<file path="src/hw/rtl/itbs_pkg.sv">
// Shared constants and the digit-to-ASCII function for the integer-to-base-string block.
package itbs_pkg;

  localparam int unsigned VALUE_BITS_DEF = 32;
  localparam int unsigned RADIX_W        = 6;
  localparam int unsigned CHAR_W         = 7;

  localparam logic [RADIX_W-1:0] RADIX_RESET = RADIX_W'(10);
  localparam logic [RADIX_W-1:0] RADIX_MIN   = RADIX_W'(2);
  localparam logic [RADIX_W-1:0] RADIX_MAX   = RADIX_W'(36);

  localparam logic [CHAR_W-1:0] CHAR_ZERO    = CHAR_W'(8'h30);
  localparam logic [CHAR_W-1:0] CHAR_NINE    = CHAR_W'(8'h39);
  localparam logic [CHAR_W-1:0] CHAR_LOWER_A = CHAR_W'(8'h61);
  localparam logic [CHAR_W-1:0] CHAR_LOWER_Z = CHAR_W'(8'h7a);
  localparam logic [CHAR_W-1:0] CHAR_MINUS   = CHAR_W'(8'h2d);
  localparam logic [RADIX_W-1:0] DECIMAL_LIMIT = RADIX_W'(10);

  // Map a digit value to '0'..'9' or 'a'..'z'
  function automatic logic [CHAR_W-1:0] digit_char(input logic [RADIX_W-1:0] d);
    logic [CHAR_W-1:0] d_ext;
    d_ext = CHAR_W'(d);
    if (d < DECIMAL_LIMIT) begin
      return CHAR_ZERO + d_ext;
    end
    return CHAR_LOWER_A + d_ext - CHAR_W'(DECIMAL_LIMIT);
  endfunction

endpackage

</file>
<file path="src/hw/rtl/integer_to_base_string.sv">
// Top level: signed integer to ASCII text in a configurable base.
//
//   channel  | ports                                 | transfer
//   ---------+---------------------------------------+------------------------------
//   input    | start, busy, in_value                 | start high while busy low
//   result   | out_strobe, out_character, out_last   | every cycle out_strobe is high
//   config   | cfg_we, cfg_wdata                     | every cycle cfg_we is high
//
// Each digit is divided out in the shared bit-serial divider, and each
// character passes through the registered digit RAM read (ST_READ, then
// ST_EMIT); a negative value first sends a '-' from ST_SIGN. Busy stays
// high until the last character is registered. Reset sets the base to ten and
// leaves the block idle.
// The receiver cannot stall: each character is shown for one cycle only.
module integer_to_base_string #(
  parameter int unsigned VALUE_BITS = itbs_pkg::VALUE_BITS_DEF
) (
  input  logic                         clk,
  input  logic                         rst_n,
  input  logic                         start,
  output logic                         busy,
  input  logic signed [VALUE_BITS-1:0] in_value,
  output logic                         out_strobe,
  output logic [itbs_pkg::CHAR_W-1:0]  out_character,
  output logic                         out_last,
  input  logic                         cfg_we,
  input  logic [itbs_pkg::RADIX_W-1:0] cfg_wdata
);
  import itbs_pkg::*;

  localparam int unsigned ADDR_W = $clog2(VALUE_BITS);
  localparam int unsigned CNT_W  = $clog2(VALUE_BITS + 1);

  typedef enum logic [2:0] {
    ST_IDLE,
    ST_DIV_GO,
    ST_DIV_WAIT,
    ST_SIGN,
    ST_READ,
    ST_EMIT
  } state_t;

  state_t                state_r;
  logic [RADIX_W-1:0]    radix_r;
  logic [RADIX_W-1:0]    base_r;
  logic [VALUE_BITS-1:0] mag_r;
  logic                  neg_r;
  logic [CNT_W-1:0]      count_r;
  logic [ADDR_W-1:0]     idx_r;
  logic                  out_strobe_r;
  logic [CHAR_W-1:0]     out_character_r;
  logic                  out_last_r;

  logic [VALUE_BITS-1:0] value_u;
  logic [VALUE_BITS-1:0] mag_in;
  logic [RADIX_W-1:0]    base_eff;
  logic                  accept;
  logic                  div_done;
  logic [VALUE_BITS-1:0] div_quot;
  logic [RADIX_W-1:0]    div_rem;
  logic                  ram_we;
  logic [RADIX_W-1:0]    ram_rdata;

  // Configuration register
  always_ff @(posedge clk) begin
    if (!rst_n) begin
      radix_r <= RADIX_RESET;
    end else if (cfg_we) begin
      radix_r <= cfg_wdata;
    end
  end

  // Clamp the base and take the magnitude of the input
  always_comb begin
    if (radix_r < RADIX_MIN) begin
      base_eff = RADIX_MIN;
    end else if (radix_r > RADIX_MAX) begin
      base_eff = RADIX_MAX;
    end else begin
      base_eff = radix_r;
    end
    value_u = in_value;
    mag_in  = value_u[VALUE_BITS-1] ? (~value_u + VALUE_BITS'(1)) : value_u;
  end

  assign accept = start && (state_r == ST_IDLE);
  assign ram_we = (state_r == ST_DIV_WAIT) && div_done;

  itbs_divider #(
    .VALUE_BITS(VALUE_BITS)
  ) u_div (
    .clk      (clk),
    .rst_n    (rst_n),
    .start    (state_r == ST_DIV_GO),
    .dividend (mag_r),
    .divisor  (base_r),
    .done     (div_done),
    .quotient (div_quot),
    .remainder(div_rem)
  );

  itbs_ram #(
    .WIDTH(RADIX_W),
    .DEPTH(VALUE_BITS)
  ) u_digits (
    .clk  (clk),
    .we   (ram_we),
    .waddr(count_r[ADDR_W-1:0]),
    .wdata(div_rem),
    .re   (state_r == ST_READ),
    .raddr(idx_r),
    .rdata(ram_rdata)
  );

  // Sequencer: divide out digits, emit any '-', then digits most significant first
  always_ff @(posedge clk) begin
    if (!rst_n) begin
      state_r         <= ST_IDLE;
      base_r          <= RADIX_RESET;
      mag_r           <= '0;
      neg_r           <= 1'b0;
      count_r         <= '0;
      idx_r           <= '0;
      out_strobe_r    <= 1'b0;
      out_character_r <= '0;
      out_last_r      <= 1'b0;
    end else begin
      out_strobe_r <= 1'b0;
      unique case (state_r)
        ST_IDLE: begin
          if (accept) begin
            base_r  <= base_eff;
            mag_r   <= mag_in;
            neg_r   <= value_u[VALUE_BITS-1];
            count_r <= '0;
            state_r <= ST_DIV_GO;
          end
        end
        ST_DIV_GO: begin
          state_r <= ST_DIV_WAIT;
        end
        ST_DIV_WAIT: begin
          if (div_done) begin
            count_r <= count_r + 1'b1;
            mag_r   <= div_quot;
            if (div_quot != '0) begin
              state_r <= ST_DIV_GO;
            end else begin
              idx_r   <= count_r[ADDR_W-1:0];
              state_r <= neg_r ? ST_SIGN : ST_READ;
            end
          end
        end
        ST_SIGN: begin
          out_strobe_r    <= 1'b1;
          out_character_r <= CHAR_MINUS;
          out_last_r      <= 1'b0;
          state_r         <= ST_READ;
        end
        ST_READ: begin
          state_r <= ST_EMIT;
        end
        ST_EMIT: begin
          out_strobe_r    <= 1'b1;
          out_character_r <= digit_char(ram_rdata);
          out_last_r      <= (idx_r == '0);
          if (idx_r == '0) begin
            state_r <= ST_IDLE;
          end else begin
            idx_r   <= idx_r - 1'b1;
            state_r <= ST_READ;
          end
        end
        default: begin
          state_r <= ST_IDLE;
        end
      endcase
    end
  end

  assign busy          = (state_r != ST_IDLE);
  assign out_strobe    = out_strobe_r;
  assign out_character = out_character_r;
  assign out_last      = out_last_r;

endmodule

</file>
<file path="src/hw/rtl/itbs_ram.sv">
// Generic single-write, single-read RAM with registered read data.
module itbs_ram #(
  parameter int unsigned WIDTH = 8,
  parameter int unsigned DEPTH = 32
) (
  input  logic                     clk,
  input  logic                     we,
  input  logic [$clog2(DEPTH)-1:0] waddr,
  input  logic [WIDTH-1:0]         wdata,
  input  logic                     re,
  input  logic [$clog2(DEPTH)-1:0] raddr,
  output logic [WIDTH-1:0]         rdata
);

  logic [WIDTH-1:0] mem_r [DEPTH];
  logic [WIDTH-1:0] rdata_r;

  // Write port
  always_ff @(posedge clk) begin
    if (we) begin
      mem_r[waddr] <= wdata;
    end
  end

  // Registered read port
  always_ff @(posedge clk) begin
    if (re) begin
      rdata_r <= mem_r[raddr];
    end
  end

  assign rdata = rdata_r;

endmodule

</file>
<file path="src/hw/rtl/itbs_divider.sv">
// Restoring radix-2 divider: one quotient bit per cycle, small divisor.
module itbs_divider #(
  parameter int unsigned VALUE_BITS = itbs_pkg::VALUE_BITS_DEF
) (
  input  logic                         clk,
  input  logic                         rst_n,
  input  logic                         start,
  input  logic [VALUE_BITS-1:0]        dividend,
  input  logic [itbs_pkg::RADIX_W-1:0] divisor,
  output logic                         done,
  output logic [VALUE_BITS-1:0]        quotient,
  output logic [itbs_pkg::RADIX_W-1:0] remainder
);
  import itbs_pkg::*;

  localparam int unsigned STEP_W = (VALUE_BITS > 1) ? $clog2(VALUE_BITS) : 1;

  logic                active_r;
  logic                done_r;
  logic [STEP_W-1:0]   step_r;
  logic [VALUE_BITS-1:0] dvd_r;
  logic [RADIX_W-1:0]  rem_r;
  logic [RADIX_W-1:0]  dsr_r;

  logic [RADIX_W:0]    trial;
  logic [RADIX_W:0]    diff;
  logic                fits;
  logic [RADIX_W-1:0]  rem_nxt;

  // Shift in the next dividend bit and try to subtract the divisor
  always_comb begin
    trial   = {rem_r, dvd_r[VALUE_BITS-1]};
    fits    = (trial >= {1'b0, dsr_r});
    diff    = trial - {1'b0, dsr_r};
    rem_nxt = fits ? diff[RADIX_W-1:0] : trial[RADIX_W-1:0];
  end

  // Step counter and completion pulse
  always_ff @(posedge clk) begin
    if (!rst_n) begin
      active_r <= 1'b0;
      done_r   <= 1'b0;
      step_r   <= '0;
    end else begin
      done_r <= 1'b0;
      if (start) begin
        active_r <= 1'b1;
        step_r   <= STEP_W'(VALUE_BITS - 1);
      end else if (active_r) begin
        if (step_r == '0) begin
          active_r <= 1'b0;
          done_r   <= 1'b1;
        end
        step_r <= step_r - 1'b1;
      end
    end
  end

  // Dividend turns into the quotient as bits shift through
  always_ff @(posedge clk) begin
    if (start) begin
      dvd_r <= dividend;
      rem_r <= '0;
      dsr_r <= divisor;
    end else if (active_r) begin
      dvd_r <= {dvd_r[VALUE_BITS-2:0], fits};
      rem_r <= rem_nxt;
    end
  end

  assign done      = done_r;
  assign quotient  = dvd_r;
  assign remainder = rem_r;

endmodule

</file>
<file path="config.mk">
export PLATFORM = sky130hd
export DESIGN_NAME = integer_to_base_string
export DESIGN_NICKNAME = d
export VERILOG_FILES = /design/src/hw/rtl/itbs_pkg.sv /design/src/hw/rtl/integer_to_base_string.sv /design/src/hw/rtl/itbs_ram.sv /design/src/hw/rtl/itbs_divider.sv
export SDC_FILE = /design/constraint.sdc
export NUM_CORES = 1
export LEC_CHECK = 0
export ABC_CLOCK_PERIOD_IN_PS = 3700
export BUFFER_PORTS_ARGS = -buffer_cell sky130_fd_sc_hd__buf_2
export CAP_MARGIN = 5
export CORE_MARGIN = 8
export CORE_UTILIZATION = 50
export DETAILED_ROUTE_END_ITERATION = 10
export GPL_TIMING_DRIVEN = 1
export PLACE_DENSITY = 0.72
export SLEW_MARGIN = 20
export SYNTH_ARGS = -nofsm -noshare
export SYNTH_HDL_FRONTEND = slang
export SYNTH_SLANG_ARGS = --single-unit
</file>
<file path="constraint.sdc">
create_clock -name clk -period 3.7 [get_ports clk]
set_clock_uncertainty 0.15 [all_clocks]
set_input_delay 1.11 -clock clk [delete_from_list [all_inputs] [get_ports clk]]
set_output_delay 1.11 -clock clk [all_outputs]
set_load 0.05 [all_outputs]
</file>
Word level (Yosys, flattened, before mapping)
Memories as Yosys holds them, arrays and structs flattened. A register that Yosys moved wholly into a read port is not among the register bits.
Cells that the tools add are included.
Operators by class
  mux-type cells: 38
  reduce and logical (&&, ||, !) cells: 17
  $lt $le $gt $ge: 4
  add/subtract/negate cells: 8
  eq/ne operators: 9
  bitwise gates (word level): 3
Operator list (number)
  two-way mux 32 bit: 5
  case mux 32 bit (2 select lines): 1
  adder 32 x 1 -> 32 bit (second input constant): 1
  inverter 32 bit: 1
  nonzero test 32 bit: 1
  two-way mux 6 bit: 5
  two-way mux 5 bit: 5
  case mux 3 bit (6 select lines): 1
  two-way mux 3 bit: 5
  two-way mux 7 bit: 2
  case mux 7 bit (2 select lines): 1
  case mux 6 bit (2 select lines): 1
  logical NOT 5 bit: 2
  two-way mux 1 bit: 10
  case mux 5 bit (2 select lines): 1
  subtractor 5 x 1 -> 5 bit (second input constant): 2
  nonzero test 2 bit: 4
  adder 6 x 6 -> 7 bit (first input constant): 1
  adder 7 x 6 -> 7 bit (first input constant): 1
  greater-or-equal comparator 7 x 6 -> 1 bit: 1
  subtractor 7 x 4 -> 7 bit (second input constant): 1
  adder 6 x 1 -> 6 bit (second input constant): 1
  == test 3 x 2 -> 1 bit (second input constant): 2
  == test 3 bit (second input constant): 2
  other kinds (17): 22
Word-level totals
  RAM bits: 192
  bits in registers: 119
  bits of input ports: 42
  logic and storage cells: 96
  memories kept: 1
  output and inout bits: 10
Memory list
  u_digits.mem_r: words 32, bits a word 6, read ports 1, clocked after memory_dff 1, wr ports 1, RTL line itbs_ram.sv:15  | logic [WIDTH-1:0] mem_r [DEPTH];

Logic depth before layout (Yosys ltp)
  depth after elaboration: 6
  gate-level depth with buffers: 9
  depth with buffers taken out: 9

Hierarchy
From an unflattened synthesis, not the netlist that was laid out.
Second synthesis, totals
  cell total of the unflattened synthesis: 1032
  area total of the unflattened synthesis: 14117.3 µm²
Modules (own cells, without submodules)
  itbs_ram: instances 1, sequential area each 5945.7 µm², area an instance 7649.8 µm², cells each 323
  integer_to_base_string: instances 1, sequential area each 1341.3 µm², area an instance 4057.6 µm², cells each 528
  itbs_divider: instances 1, sequential area each 1401.3 µm², area an instance 2409.8 µm², cells each 181

Least setup slack after synthesis
No wires, ideal clock.
  path type: in2reg
  from: input in_value[0]
  to: register mag_r[30]
  arrival time: 2.820 ns
  path buffers: 1
  data required time: 3.417 ns
  stages on the path: 9
  slack: 0.598 ns
  setup time: 0.133 ns
  path through: inv_1 ha_1 or3b_1 or2_1 buf_6 or4_4 nor2b_1 o21ai_1 a31oi_1
Between the ends
  word-level cells in the longest chain between the ends: 5
RTL lines
  from (decl): RTL line integer_to_base_string.sv:22  | input logic signed [VALUE_BITS-1:0] in_value,
  inverter 32 bit: RTL line integer_to_base_string.sv:83  | mag_in = value_u[VALUE_BITS-1] ? (~value_u + VALUE_BITS'(1)) : value_u;
  adder 32 x 1 -> 32 bit: RTL line integer_to_base_string.sv:83
  two-way mux 32 bit: RTL line integer_to_base_string.sv:83
  two-way mux 32 bit: RTL line integer_to_base_string.sv:131  | if (accept) begin
  case mux 32 bit (2 select lines): RTL line integer_to_base_string.sv:129  | unique case (state_r)
  to (signal assigned): RTL line integer_to_base_string.sv:133  | mag_r <= mag_in;
  to (signal assigned): RTL line integer_to_base_string.sv:145  | mag_r <= div_quot;
  to (decl): RTL line integer_to_base_string.sv:46  | logic [VALUE_BITS-1:0] mag_r;
Every way passes these cells. The select of a mux whose other input is x is not followed.
A chain may end at the register's enable or synchronous reset.

==> results by group <==
Status
  • Outcome: complete, no violations

Clock tree
  • CTS tree: built
  • # clock sinks: 316
  • CTS H-tree depth: 2
  • Hold buffer count at cts: 0
  • Clock slew at the register clock pins of the worst setup and hold paths: 60 ps
  • Root Buffer: clkbuf_16
  • Clock Latency Late Sink: 510 ps
  • CTS Buffer Depth: 3
  • Post-CTS setup buffers: 0
  • Cts bufs inserted: 34
  • # resized after CTS: 0

STA
  • Crit share post-route: 78.9%
  • Min Tclk post-route: 2920 ps
  • RSZ-0062 raised after global routing: no
  • Fmax: 342 MHz
  • Worst rel slew slack: 31.5%
  • Slew @ Worst Pin: 1030 ps
  • Setup TNS Final: 0 ps
  • Endpoints failing setup: 0
  • Final Max Tran Viols: 0
  • Final hold vios: 0

Synthesis
  • Seq/Total Area, Yosys: 62.6%
  • Ys flop type: edfxtp_1
  • Post-synth net total: 1124
  • Area contributors post-synth: edfxtp_1 (51%), dfxtp_1 (12%), mux4_2 (9.7%)
  • Syn_area_per_cell: 13.1 sq um
  • Cell variety after synth: 63
  • Post-synth EDFFs: 236
  • Number of synthesized register bits: 316
  • Post-synth top cells: edfxtp_1 (236), nand2_1 (160), nor2_1 (92), dfxtp_1 (80), mux4_2 (60)
  • Leading area contributor after synthesis: edfxtp_1
  • Synth top area share: 51.0%
  • Top-count cell post-synth: edfxtp_1
  • Post-Syn Instances: 1062
  • Synthesized area: 13900 sq um
  • Yosys warning count: 0
  • Async set-or-reset flop fraction in the synthesized netlist: 0%

Cells and area
  • Final cell utilization of the core: 57.0%
  • Nets@finish: 1169
  • Number of fill cells in the layout: 2172
  • Area Growth Syn to Fin: 13.0%
  • Antenna Cells: 0
  • Proportion of layout cells with a drive suffix above 1: 19.0%
  • Fin area: 15700 sq um
  • Filler-free cell count of the finished design: 1511

Floorplan
  • Starting Density: 50.4%
  • Die width: 183 microns
  • Number of placement rows: 61
  • IO Count: 52
  • Die area: 33400 sq um
  • Die height: 183 microns
  • Std-Cell Core Area: 27600 sq um

Worst setup path
  • Critical Path RT: 3810 ps
  • Critical Path AT: 3030 ps
  • Setup CP Type: flop to flop
  • Startpoint type of the worst setup path: flop
  • CP Capture Type: flop
  • Crit Path Max Fanout: 42

Detailed routing
  • WL final: 30.5 mm
  • Routed Antenna Nets: 0
  • Initial drt markers: 673
  • Total number of vias: 8689
  • Pre-antenna DRT Iters: 5
  • Vias per inst: 5.75
  • Drt drc: 0
  • DR WL/cell: 20.2 microns

Global routing
  • Total gr overflow: 0
  • Largest net degree at the start of global routing: 46
  • Vias in the first global route: 8723
  • Initial antenna violation count: 0
  • First-pass GRT wire length: 48.9 mm
  • Total GRT Usage: 18.5%

Placement
  • GPL Wtd Cong: 0.830
  • Hpwl dp: 19.9 mm
  • Placement Cell Area: 14500 sq um
  • IO buf count: 51
  • Placed Cells: 1449

Power and ir drop
  • PD cells: 591 nW/um^2
  • VDD IR max: 0.000324 V
  • Lkg Pwr: 5.36 nW

Run
  • Max-Cap Viols: 0

Worst hold path
  • Worst Hold Class: flop to flop
==> layout by cell type, fill, tap and decap left out, drive strengths merged, types with 21 or more instances in the layout <==
cell and n:
inv 25, nand2 160, edfxtp 236, o21ai 37, xnor2 21, mux4 60, dfxtp 80, clkbuf 49
nor2 93, a21oi 50, buf 71
==> registers in the layout, indices dropped and copies added, names as in the netlist <==
| name | flops |
|---|---|
| u_digits.mem_r | 192 |
| mag_r | 32 |
| u_div.quotient | 32 |
| out_character | 7 |
| base_r | 6 |
| radix_r | 6 |
| u_digits.rdata | 6 |
| u_div.dsr_r | 6 |
| u_div.remainder | 6 |
| count_r | 5 |
| idx_r | 5 |
| u_div.step_r | 5 |
| state_r | 3 |
| neg_r | 1 |
| out_last | 1 |
| out_strobe | 1 |
| u_div.active_r | 1 |
| u_div.done | 1 |
==> per-stage QoR <==
stage               hold slack (ps)  worst slack (ps)  total power [mW]
floorplan                       258               598              5.43
global placement                276               316              5.86
detailed placement              278               312              5.92
CTS                             296               705              9.33
global route                    312               612              9.66
finish                          290               780              9.28
==> worst paths after layout <==
| path | end | depth (start not counted) | startpoint | slack (ps) |
|---|---|---|---|---|
| setup / recovery | u_digits.rdata[0]$_DFFE_PN_ | 4 | idx_r[0]$_SDFFE_PN0P_ | 780 |
| hold / removal | u_div.dsr_r[0]$_DFFE_PP_ | 0 | base_r[0]$_SDFFE_PN0P_ | 290 |
| setup reg to reg | u_digits.rdata[0]$_DFFE_PN_ | 4 | idx_r[0]$_SDFFE_PN0P_ | 780 |
| hold reg to reg | u_div.dsr_r[0]$_DFFE_PP_ | 0 | base_r[0]$_SDFFE_PN0P_ | 290 |
==> kinds of logic after synthesis <==
group,after synthesis,synth area share [%]
xor gates and xnor gates,40,2.52
buffers and inverters,84,2.37
adders and majority gates,20,1.86
and+or+nand+nor,357,11.7
muxes,80,11.2
DFF,316,62.6
AOI/OAI and AO/OA,165,7.75
==> worst max-delay path, stage by stage (launching register included) <==
cell and delay (ps):
dfxtp_4 870, buf_4 310, mux4_2 550, mux4_2 490, mux2_2 290
==> where the power goes <==
group	switching, mW	leakage (nW)	internal [mW]
Clock	1.37	0.573	2.06
Sequential	0.232	2.83	4.35
Combinational	0.850	1.95	0.410
Total	2.45	5.36	6.82
==> metal layers <==
metal,GRT usage (%),wire length (microns),vias to the layer above
met4,7.18,1030,0
met3,3.10,1530,66
li1,-,-,4057
met1,23.9,12700,4295
met2,31.0,15300,271
met5,0,0,-
==> layout make-up <==
class,instances,area (sq um),share of cell area [%]
clock inverter,13,143,0.909
inverter,22,82.6,0.526
tap,378,473,3.01
sequential,316,8690,55.4
clock buffer,49,1010,6.43
timing repair buffer,71,418,2.66
multi-input combinational,662,4880,31.1
No activity file was read; power rests on OpenSTA's default activity.
